`src/vgrt_pkg.sv`:
```
// Package for the voxel grid ray traversal block.
// Holds item structs, status and opcode codes, and the sequencer state type.
// No dependencies.
package vgrt_pkg;

    localparam logic OP_START  = 1'b0;
    localparam logic OP_ANSWER = 1'b1;

    localparam logic [1:0] CONTENT_AIR    = 2'd0;
    localparam logic [1:0] CONTENT_ABSENT = 2'd2;

    localparam logic [1:0] CFG_BOUND_X = 2'd0;
    localparam logic [1:0] CFG_BOUND_Y = 2'd1;
    localparam logic [1:0] CFG_BOUND_Z = 2'd2;

    localparam logic [14:0] BOUND_RESET = 15'h7FFF;
    localparam logic [31:0] T_MAX       = 32'hFFFF_FFFF;
    localparam logic [19:0] SPACING_NUM = 20'h01000;

    typedef enum logic [2:0] {
        STAT_QUERY   = 3'd0,
        STAT_SOLID   = 3'd1,
        STAT_ABSENT  = 3'd2,
        STAT_REACH   = 3'd3,
        STAT_BOUND   = 3'd4,
        STAT_NO_DIR  = 3'd5,
        STAT_IGNORED = 3'd6
    } status_t;

    typedef enum logic [2:0] {
        S_IDLE,
        S_SQR,
        S_SQRT,
        S_DLOAD,
        S_DRUN,
        S_FIN,
        S_EMIT
    } fsm_t;

    typedef struct packed {
        logic               opcode;
        logic signed [23:0] origin_x;
        logic signed [23:0] origin_y;
        logic signed [23:0] origin_z;
        logic signed [15:0] dir_x;
        logic signed [15:0] dir_y;
        logic signed [15:0] dir_z;
        logic [15:0]        ray_reach;
        logic [1:0]         voxel_content;
    } in_item_t;

    typedef struct packed {
        status_t            status;
        logic signed [15:0] voxel_x;
        logic signed [15:0] voxel_y;
        logic signed [15:0] voxel_z;
    } out_item_t;

endpackage

```
`src/voxel_grid_ray_traversal.sv`:
```
// Top level of the voxel grid ray traversal block.
// Depends on vgrt_pkg for item structs, codes and the sequencer state type.
//
// Usage: an input item with opcode start brings a ray (origin, direction,
// reach). The block answers with one item: status query and the voxel that
// holds the origin, or a stop status (bound, no direction). Each following
// answer item carries the content of the queried voxel; the block replies
// with the next voxel to query or with a stop status (solid, absent, reach
// exceeded, bound). An answer with no ray in flight is answered as ignored.
// Work per item: an answer item is stepped in the accept cycle, and its result
// is then loaded into the output register. A start item runs three squares
// through one shared multiplier, a 16-step square root, and up to seven
// quotients from one restoring divider that produces one bit per cycle.
// A zero direction skips the squares, the root and the divider.
// One item is in work at a time; in_stall is high until its result has moved
// into the output register, which holds it while out_stall is high.
// Reset clears the sequencer and step state and sets the world bounds to 32767.
// The bound registers are written through cfg_we, cfg_index and cfg_data.
module voxel_grid_ray_traversal
    import vgrt_pkg::*;
#(
    parameter int COORD_BITS  = 16,
    parameter int T_FRAC_BITS = 16
)
(
    input  logic        clk,
    input  logic        rst_n,
    input  logic        in_valid,
    output logic        in_stall,
    input  in_item_t    in_item,
    output logic        out_valid,
    input  logic        out_stall,
    output out_item_t   out_item,
    input  logic        cfg_we,
    input  logic [1:0]  cfg_index,
    input  logic [14:0] cfg_data
);

    localparam int NW = 20 + T_FRAC_BITS;
    localparam int CW = $clog2(NW + 1);
    localparam int AW = (COORD_BITS + 1 > 16) ? COORD_BITS + 1 : 16;
    localparam logic [CW-1:0] SQR_LAST  = CW'(2);
    localparam logic [CW-1:0] SQRT_LAST = CW'(15);
    localparam logic [CW-1:0] DIV_LAST  = CW'(NW - 1);
    localparam logic [2:0]    JOB_REACH = 3'd6;

    typedef logic signed [COORD_BITS-1:0] coord_t;

    fsm_t               state_reg, state_next;
    coord_t             cur_reg [3];
    coord_t             cur_next [3];
    logic signed [1:0]  sign_reg [3];
    logic signed [1:0]  sign_next [3];
    logic [31:0]        nb_reg [3];
    logic [31:0]        nb_next [3];
    logic [31:0]        sp_reg [3];
    logic [31:0]        sp_next [3];
    logic [31:0]        reach_lim_reg, reach_lim_next;
    logic               active_reg, active_next;
    logic [14:0]        bound_reg [3];
    logic [14:0]        bound_next [3];
    logic signed [15:0] dir_reg [3];
    logic signed [15:0] dir_next [3];
    logic [7:0]         frac_reg [3];
    logic [7:0]         frac_next [3];
    logic [15:0]        reach_reg, reach_next;
    logic               zero_dir_reg, zero_dir_next;
    logic [31:0]        sq_reg, sq_next;
    logic [31:0]        sqop_reg, sqop_next;
    logic [18:0]        rem_reg, rem_next;
    logic [15:0]        root_reg, root_next;
    logic [CW-1:0]      cnt_reg, cnt_next;
    logic [2:0]         job_reg, job_next;
    logic [NW-1:0]      dq_reg, dq_next;
    logic [16:0]        drem_reg, drem_next;
    logic [16:0]        dvs_reg, dvs_next;
    status_t            status_reg, status_next;
    logic               out_valid_reg, out_valid_next;
    out_item_t          out_reg, out_next;

    logic               in_acc;
    logic signed [15:0] dsel;
    logic signed [31:0] prod;
    logic [18:0]        rem_sh, sq_trial;
    logic [16:0]        d_sh;
    logic [17:0]        d_diff;
    logic               d_ge;
    logic [63:0]        q64;
    logic [31:0]        q_sat;
    logic [1:0]         ax;
    logic [1:0]         jax;
    logic signed [16:0] d17;
    logic [8:0]         num;
    logic [19:0]        xnum;
    logic [31:0]        t_sel;
    logic [32:0]        t_add;

    function automatic logic in_world(coord_t c, logic [14:0] b);
        logic [AW-1:0] a;
        a = c[COORD_BITS-1] ? AW'(-(AW'(c))) : AW'(c);
        return a < AW'(b);
    endfunction

    assign in_acc    = in_valid && !in_stall;
    assign in_stall  = state_reg != S_IDLE;
    assign out_valid = out_valid_reg;
    assign out_item  = out_reg;

    assign dsel  = dir_reg[cnt_reg[1:0]];
    assign prod  = dsel * dsel;

    assign rem_sh   = {rem_reg[16:0], sqop_reg[31:30]};
    assign sq_trial = {1'b0, root_reg, 2'b01};

    assign d_sh   = {drem_reg[15:0], dq_reg[NW-1]};
    assign d_diff = {1'b0, d_sh} - {1'b0, dvs_reg};
    assign d_ge   = !d_diff[17];
    assign q64    = 64'({dq_reg[NW-2:0], d_ge});
    assign q_sat  = (|q64[63:32]) ? T_MAX : q64[31:0];

    assign jax  = job_reg[2:1];
    assign d17  = 17'(dir_reg[jax]);
    assign num  = (dir_reg[jax] > 16'sd0) ? (9'd256 - {1'b0, frac_reg[jax]})
                                          : {1'b0, frac_reg[jax]};
    assign xnum = job_reg[0] ? SPACING_NUM : {7'd0, num, 4'd0};

    assign ax = (nb_reg[0] < nb_reg[1]) ? ((nb_reg[0] < nb_reg[2]) ? 2'd0 : 2'd2)
                                        : ((nb_reg[1] < nb_reg[2]) ? 2'd1 : 2'd2);
    assign t_sel = nb_reg[ax];
    assign t_add = {1'b0, t_sel} + {1'b0, sp_reg[ax]};

    always_comb
    begin
        state_next     = state_reg;
        cur_next       = cur_reg;
        sign_next      = sign_reg;
        nb_next        = nb_reg;
        sp_next        = sp_reg;
        reach_lim_next = reach_lim_reg;
        active_next    = active_reg;
        bound_next     = bound_reg;
        dir_next       = dir_reg;
        frac_next      = frac_reg;
        reach_next     = reach_reg;
        zero_dir_next  = zero_dir_reg;
        sq_next        = sq_reg;
        sqop_next      = sqop_reg;
        rem_next       = rem_reg;
        root_next      = root_reg;
        cnt_next       = cnt_reg;
        job_next       = job_reg;
        dq_next        = dq_reg;
        drem_next      = drem_reg;
        dvs_next       = dvs_reg;
        status_next    = status_reg;
        out_valid_next = out_valid_reg && out_stall;
        out_next       = out_reg;

        if (cfg_we)
        begin
            unique case (cfg_index)
                CFG_BOUND_X: bound_next[0] = cfg_data;
                CFG_BOUND_Y: bound_next[1] = cfg_data;
                CFG_BOUND_Z: bound_next[2] = cfg_data;
                default: ;
            endcase
        end

        unique case (state_reg)
            S_IDLE:
            begin
                if (in_acc && in_item.opcode == OP_START)
                begin
                    cur_next[0]  = COORD_BITS'(in_item.origin_x >>> 8);
                    cur_next[1]  = COORD_BITS'(in_item.origin_y >>> 8);
                    cur_next[2]  = COORD_BITS'(in_item.origin_z >>> 8);
                    frac_next[0] = in_item.origin_x[7:0];
                    frac_next[1] = in_item.origin_y[7:0];
                    frac_next[2] = in_item.origin_z[7:0];
                    dir_next[0]  = in_item.dir_x;
                    dir_next[1]  = in_item.dir_y;
                    dir_next[2]  = in_item.dir_z;
                    for (int i = 0; i < 3; i++)
                    begin
                        sign_next[i] = (dir_next[i] > 16'sd0) ? 2'sd1 :
                                       (dir_next[i] < 16'sd0) ? -2'sd1 : 2'sd0;
                    end
                    reach_next    = in_item.ray_reach;
                    active_next   = 1'b0;
                    zero_dir_next = (in_item.dir_x == 16'sd0) &&
                                    (in_item.dir_y == 16'sd0) &&
                                    (in_item.dir_z == 16'sd0);
                    sq_next  = '0;
                    cnt_next = '0;
                    job_next = '0;
                    state_next = zero_dir_next ? S_DLOAD : S_SQR;
                end
                else if (in_acc)
                begin
                    state_next = S_EMIT;
                    if (!active_reg)
                    begin
                        status_next = STAT_IGNORED;
                    end
                    else if (in_item.voxel_content == CONTENT_ABSENT)
                    begin
                        status_next = STAT_ABSENT;
                        active_next = 1'b0;
                    end
                    else if (in_item.voxel_content != CONTENT_AIR)
                    begin
                        status_next = STAT_SOLID;
                        active_next = 1'b0;
                    end
                    else
                    begin
                        cur_next[ax] = cur_reg[ax] + COORD_BITS'(sign_reg[ax]);
                        if (t_sel > reach_lim_reg)
                        begin
                            status_next = STAT_REACH;
                            active_next = 1'b0;
                        end
                        else
                        begin
                            nb_next[ax] = t_add[32] ? T_MAX : t_add[31:0];
                            if (in_world(cur_next[0], bound_reg[0]) &&
                                in_world(cur_next[1], bound_reg[1]) &&
                                in_world(cur_next[2], bound_reg[2]))
                            begin
                                status_next = STAT_QUERY;
                            end
                            else
                            begin
                                status_next = STAT_BOUND;
                                active_next = 1'b0;
                            end
                        end
                    end
                end
            end
            S_SQR:
            begin
                sq_next  = sq_reg + $unsigned(prod);
                cnt_next = cnt_reg + CW'(1);
                if (cnt_reg == SQR_LAST)
                begin
                    sqop_next  = sq_next;
                    rem_next   = '0;
                    root_next  = '0;
                    cnt_next   = '0;
                    state_next = S_SQRT;
                end
            end
            S_SQRT:
            begin
                sqop_next = {sqop_reg[29:0], 2'b00};
                if (rem_sh >= sq_trial)
                begin
                    rem_next  = rem_sh - sq_trial;
                    root_next = {root_reg[14:0], 1'b1};
                end
                else
                begin
                    rem_next  = rem_sh;
                    root_next = {root_reg[14:0], 1'b0};
                end
                cnt_next = cnt_reg + CW'(1);
                if (cnt_reg == SQRT_LAST)
                begin
                    state_next = S_DLOAD;
                end
            end
            S_DLOAD:
            begin
                cnt_next  = '0;
                drem_next = '0;
                if (job_reg == JOB_REACH)
                begin
                    if (zero_dir_reg)
                    begin
                        reach_lim_next = '0;
                        state_next     = S_FIN;
                    end
                    else
                    begin
                        dq_next    = {{reach_reg, 4'd0}, {T_FRAC_BITS{1'b0}}};
                        dvs_next   = {1'b0, root_reg};
                        state_next = S_DRUN;
                    end
                end
                else if (dir_reg[jax] == 16'sd0)
                begin
                    if (job_reg[0])
                    begin
                        sp_next[jax] = T_MAX;
                    end
                    else
                    begin
                        nb_next[jax] = T_MAX;
                    end
                    job_next = job_reg + 3'd1;
                end
                else
                begin
                    dq_next    = {xnum, {T_FRAC_BITS{1'b0}}};
                    dvs_next   = d17[16] ? -d17 : d17;
                    state_next = S_DRUN;
                end
            end
            S_DRUN:
            begin
                dq_next   = {dq_reg[NW-2:0], d_ge};
                drem_next = d_ge ? d_diff[16:0] : d_sh;
                cnt_next  = cnt_reg + CW'(1);
                if (cnt_reg == DIV_LAST)
                begin
                    if (job_reg == JOB_REACH)
                    begin
                        reach_lim_next = q_sat;
                        state_next     = S_FIN;
                    end
                    else
                    begin
                        if (job_reg[0])
                        begin
                            sp_next[jax] = q_sat;
                        end
                        else
                        begin
                            nb_next[jax] = q_sat;
                        end
                        job_next   = job_reg + 3'd1;
                        state_next = S_DLOAD;
                    end
                end
            end
            S_FIN:
            begin
                state_next = S_EMIT;
                if (zero_dir_reg)
                begin
                    status_next = STAT_NO_DIR;
                end
                else if (in_world(cur_reg[0], bound_reg[0]) &&
                         in_world(cur_reg[1], bound_reg[1]) &&
                         in_world(cur_reg[2], bound_reg[2]))
                begin
                    status_next = STAT_QUERY;
                    active_next = 1'b1;
                end
                else
                begin
                    status_next = STAT_BOUND;
                end
            end
            S_EMIT:
            begin
                if (!out_valid_reg || !out_stall)
                begin
                    out_valid_next   = 1'b1;
                    out_next.status  = status_reg;
                    out_next.voxel_x = 16'(cur_reg[0]);
                    out_next.voxel_y = 16'(cur_reg[1]);
                    out_next.voxel_z = 16'(cur_reg[2]);
                    state_next       = S_IDLE;
                end
            end
            default: state_next = S_IDLE;
        endcase
    end

    always_ff @(posedge clk or negedge rst_n)
    begin
        if (!rst_n)
        begin
            state_reg     <= S_IDLE;
            active_reg    <= 1'b0;
            out_valid_reg <= 1'b0;
            reach_lim_reg <= '0;
            zero_dir_reg  <= 1'b0;
            cnt_reg       <= '0;
            job_reg       <= '0;
            status_reg    <= STAT_QUERY;
            for (int i = 0; i < 3; i++)
            begin
                cur_reg[i]   <= '0;
                sign_reg[i]  <= '0;
                nb_reg[i]    <= '0;
                sp_reg[i]    <= '0;
                bound_reg[i] <= BOUND_RESET;
            end
        end
        else
        begin
            state_reg     <= state_next;
            active_reg    <= active_next;
            out_valid_reg <= out_valid_next;
            reach_lim_reg <= reach_lim_next;
            zero_dir_reg  <= zero_dir_next;
            cnt_reg       <= cnt_next;
            job_reg       <= job_next;
            status_reg    <= status_next;
            cur_reg       <= cur_next;
            sign_reg      <= sign_next;
            nb_reg        <= nb_next;
            sp_reg        <= sp_next;
            bound_reg     <= bound_next;
        end
    end

    always_ff @(posedge clk)
    begin
        dir_reg   <= dir_next;
        frac_reg  <= frac_next;
        reach_reg <= reach_next;
        sq_reg    <= sq_next;
        sqop_reg  <= sqop_next;
        rem_reg   <= rem_next;
        root_reg  <= root_next;
        dq_reg    <= dq_next;
        drem_reg  <= drem_next;
        dvs_reg   <= dvs_next;
        out_reg   <= out_next;
    end

`ifndef SYNTH
    a_start_busy: assert property (@(posedge clk) disable iff (!rst_n)
        in_acc && in_item.opcode == OP_START |=> state_reg != S_IDLE)
        else $error("start item did not enter setup");

    a_active_rise: assert property (@(posedge clk) disable iff (!rst_n)
        $rose(active_reg) |-> state_reg == S_EMIT && status_reg == STAT_QUERY)
        else $error("ray became active without a query result");

    a_spacing_x: assert property (@(posedge clk) disable iff (!rst_n)
        active_reg && sign_reg[0] != 2'sd0 |-> sp_reg[0] != 32'd0)
        else $error("zero spacing on a moving axis");

    a_flat_axis: assert property (@(posedge clk) disable iff (!rst_n)
        active_reg && sign_reg[1] == 2'sd0 |-> nb_reg[1] == T_MAX)
        else $error("boundary moved on an axis with no direction");
`endif

endmodule

```
`config.mk`:
```
export PLATFORM = sky130hd
export DESIGN_NAME = voxel_grid_ray_traversal
export DESIGN_NICKNAME = d
export VERILOG_FILES = /design/src/vgrt_pkg.sv /design/src/voxel_grid_ray_traversal.sv
export SDC_FILE = /design/constraint.sdc
export NUM_CORES = 2
export LEC_CHECK = 0
export BUFFER_PORTS_ARGS = -buffer_cell sky130_fd_sc_hd__clkbuf_2
export CAP_MARGIN = 0
export CORE_ASPECT_RATIO = 1.5
export CORE_MARGIN = 2
export CORE_UTILIZATION = 30
export DETAILED_ROUTE_END_ITERATION = 7
export MAX_ROUTING_LAYER = met4
export PLACE_DENSITY = 0.57
export SLEW_MARGIN = 20
export SYNTH_ARGS = -nofsm -noshare
export SYNTH_HDL_FRONTEND = slang
export SYNTH_SLANG_ARGS = --single-unit
```
`constraint.sdc`:
```
create_clock -name clk -period 8.3 [get_ports clk]
set_input_delay 0.83 -clock clk [delete_from_list [all_inputs] [get_ports clk]]
set_output_delay 0.83 -clock clk [all_outputs]
set_load 0.01 [all_outputs]
```
==> impl_metrics.json <==
{
  "max_freq_mhz": 126,
  "finalSetupTns_ps": 0,
  "syn_to_final_growth_pct": 13.1,
  "gp_congestion": 0.992,
  "synth_ff_type": "edfxtp_1",
  "hold_violations": 0,
  "met2_usage": 0.343,
  "cap_violations": 0,
  "synth_top_cell_area_share": 0.182,
  "num_rows": 183,
  "globalRoute.busiestLayer": "met2",
  "avgSynthCellArea_um2": 9.21,
  "drive_gt1_frac": 0.110,
  "grt_pass1_wl_um": 254000,
  "endpoint_kind": "register",
  "holdCritPathClass": "in -> async",
  "clk_latency_ps": 690,
  "numCtsBuffers": 72,
  "crit_required_ps": 8850,
  "fin_nets": 6437,
  "start_kind": "register",
  "slew_violations": 0,
  "hold_buffers": 0,
  "met3_usage": 0.0228,
  "pin_count": 214,
  "crit_type": "reg -> reg",
  "hpwl_um": 124000,
  "relSlewSlack": 0.264,
  "dr.pass1.iters": 6,
  "synth_async_sr_flop_share": 0.528,
  "synth_edf_count": 305,
  "wl_um": 167000,
  "fin_util": 0.342,
  "synth_common_cells": "617 x nand2_1, 511 x inv_1, 452 x a21oi_1",
  "antenna_found_initial": 5,
  "yosysMostFrequentCell": "nand2_1",
  "drc": 0,
  "fin_worst_skew_ps": 52.2,
  "via_count": 41200,
  "initial_core_util": 0.302,
  "first_iter_violations": 3020,
  "yosys-top-cells-area": "edfxtp_1 18%, dfrtp_1 15%, fa_1 11%, ha_1 10%, nand2_1 4.6%",
  "yosysSeqAreaShare": 0.354,
  "ant_nets": 0,
  "crit_fanout": 11,
  "setup_ws_ps": 333,
  "vias_per_cell": 5.23,
  "fin_crit_ps": 7970,
  "synth_cells": 5453,
  "grtUsageTotal": 0.200,
  "core_area_mm2": 0.166,
  "grt_max_degree": 145,
  "portBuffers": 213,
  "htree_levels": 3,
  "wire_per_inst_um": 21.2,
  "synth_top_area_cell": "edfxtp_1",
  "cpMaxStageDelayCell": "or4_1",
  "cts.path.max_buffers": 3,
  "tightest_slew_ps": 1100,
  "synth_area_mm2": 0.0502,
  "cpMostUsedCell": "o21ai_0",
  "cts_tree": "built",
  "nFillCells": 17100,
  "ys_types": 88,
  "slowest_delay_ps": 570,
  "use_met1": 0.232,
  "die_area_mm2": 0.171,
  "status": "completed",
  "fp.dieH_um": 505,
  "overflow": 0,
  "dp_slack_ps": 101,
  "ys_warn_count": 0,
  "fp.dieW_um": 338,
  "path_clk_slew_ps": 70,
  "root_buffer": "clkbuf_16",
  "crit_start": "nb_reg[66]",
  "r2r_start": "nb_reg[66]",
  "synth-seq-cells": 646,
  "cts_sinks": 646,
  "fin_crit_sh": 0.960,
  "arrival_ps": 8520,
  "setup_viol": 0,
  "holdWs_ps": 199,
  "first_global_vias": 42000,
  "syn_nets": 6293
}
[final timing paths]
path | endpoint | slack, ps | depth (start not counted)
worst max-delay path | status_reg[2] | 330 | 32
worst min-delay path | nb_reg[19] | 200 | 1
worst max register to register | status_reg[2] | 330 | 32
worst min register to register | out_item[49] | 460 | 0
max in group asynchronous | reach_lim_reg[3] | 6670 | 2
min in group clk | frac_reg[19] | 340 | 1
[timing repair]
action | CTS | global route
setup endpoints to repair | 0 | 10
hold endpoints to repair | 0 | 0
setup buffers | 0 | 5
resized for setup | 0 | 19
[per-layer routing]
layer / wire [um] / vias to the layer above / part of all wire
li1: - / 19300 / -
met1: 66300 / 20200 / 0.40
met2: 84000 / 1315 / 0.50
met3: 8090 / 398 / 0.049
met4: 8300 / 0 / 0.050
met5: 0 / - / 0
[cells in the final DEF (no fill, tap or decap), types with 13 or more instances in the layout]
cell type and instances:
o211ai_1 24, a21oi_1 447, ha_1 408, inv_1 508, clkbuf_16 72, dfstp_2 45, nor3_1 57, edfxtp_1 305
nand4_1 35, clkinv_1 13, mux2_2 35, a21o_1 83, mux2i_1 129, clkbuf_1 18, xor2_1 71, nand3_1 48
or2_2 14, o31ai_1 56, nand2_1 615, dfrtp_1 295, o22a_1 46, a211oi_1 58, clkinv_2 14, nor2b_1 33
or3_1 26, nor4_1 23, a31oi_1 36, clkbuf_2 212, o21ai_0 436, o21bai_1 16, nor2_1 442, and2_1 19
a221oi_1 13, xnor2_1 132, o22ai_1 120, o21a_1 47, and3_1 44, nand2b_1 50, fa_1 271, buf_4 134
[final cells by class]
type / count / area (um^2) / area share
Tap cell: 2220 / 2780 / 0.0489
Clock buffer: 94 / 1920 / 0.0339
Antenna cell: 3 / 7.51 / 0.000132
Clock inverter: 35 / 420 / 0.00741
Inverter: 522 / 1970 / 0.0348
Multi-Input combinational cell: 3996 / 29600 / 0.521
Sequential cell: 646 / 17700 / 0.313
Timing Repair Buffer: 359 / 2320 / 0.0409
[cells by family (layout without fill, tap and decap cells)]
logic type	after synthesis	after routing	share of synthesized area
AO/OA/AOI/OAI	1485	1485	0.178
XOR/XNOR	203	203	0.0354
adder cells (fa/ha/maj)	679	679	0.210
buffers and inverters	811	1010	0.0611
flip-flops	646	646	0.354
multiplexers	166	166	0.0340
other	0	3	0
AND/OR/NAND/NOR	1463	1463	0.128
[worst max-delay path: cells and delay by family (launching register included)]
kind / cells / cell delay, ps
buf+inv: 1 / 190
fa+ha+maj: 4 / 1330
compound gates: 17 / 3320
mux: 1 / 330
xor+xnor: 2 / 300
flops: 1 / 440
simple gates: 7 / 1890
[stage by stage]
stage               instance area, um^2  cells
detailed placement                54300   7738
global route                      56800   7874
finish                            56800   7875
global placement                  54300   7738
floorplan                         50200   5453
CTS                               56600   7867
Power is not shown: default switching activity piles up to over one toggle a cycle in this logic, so the estimate is an artifact.
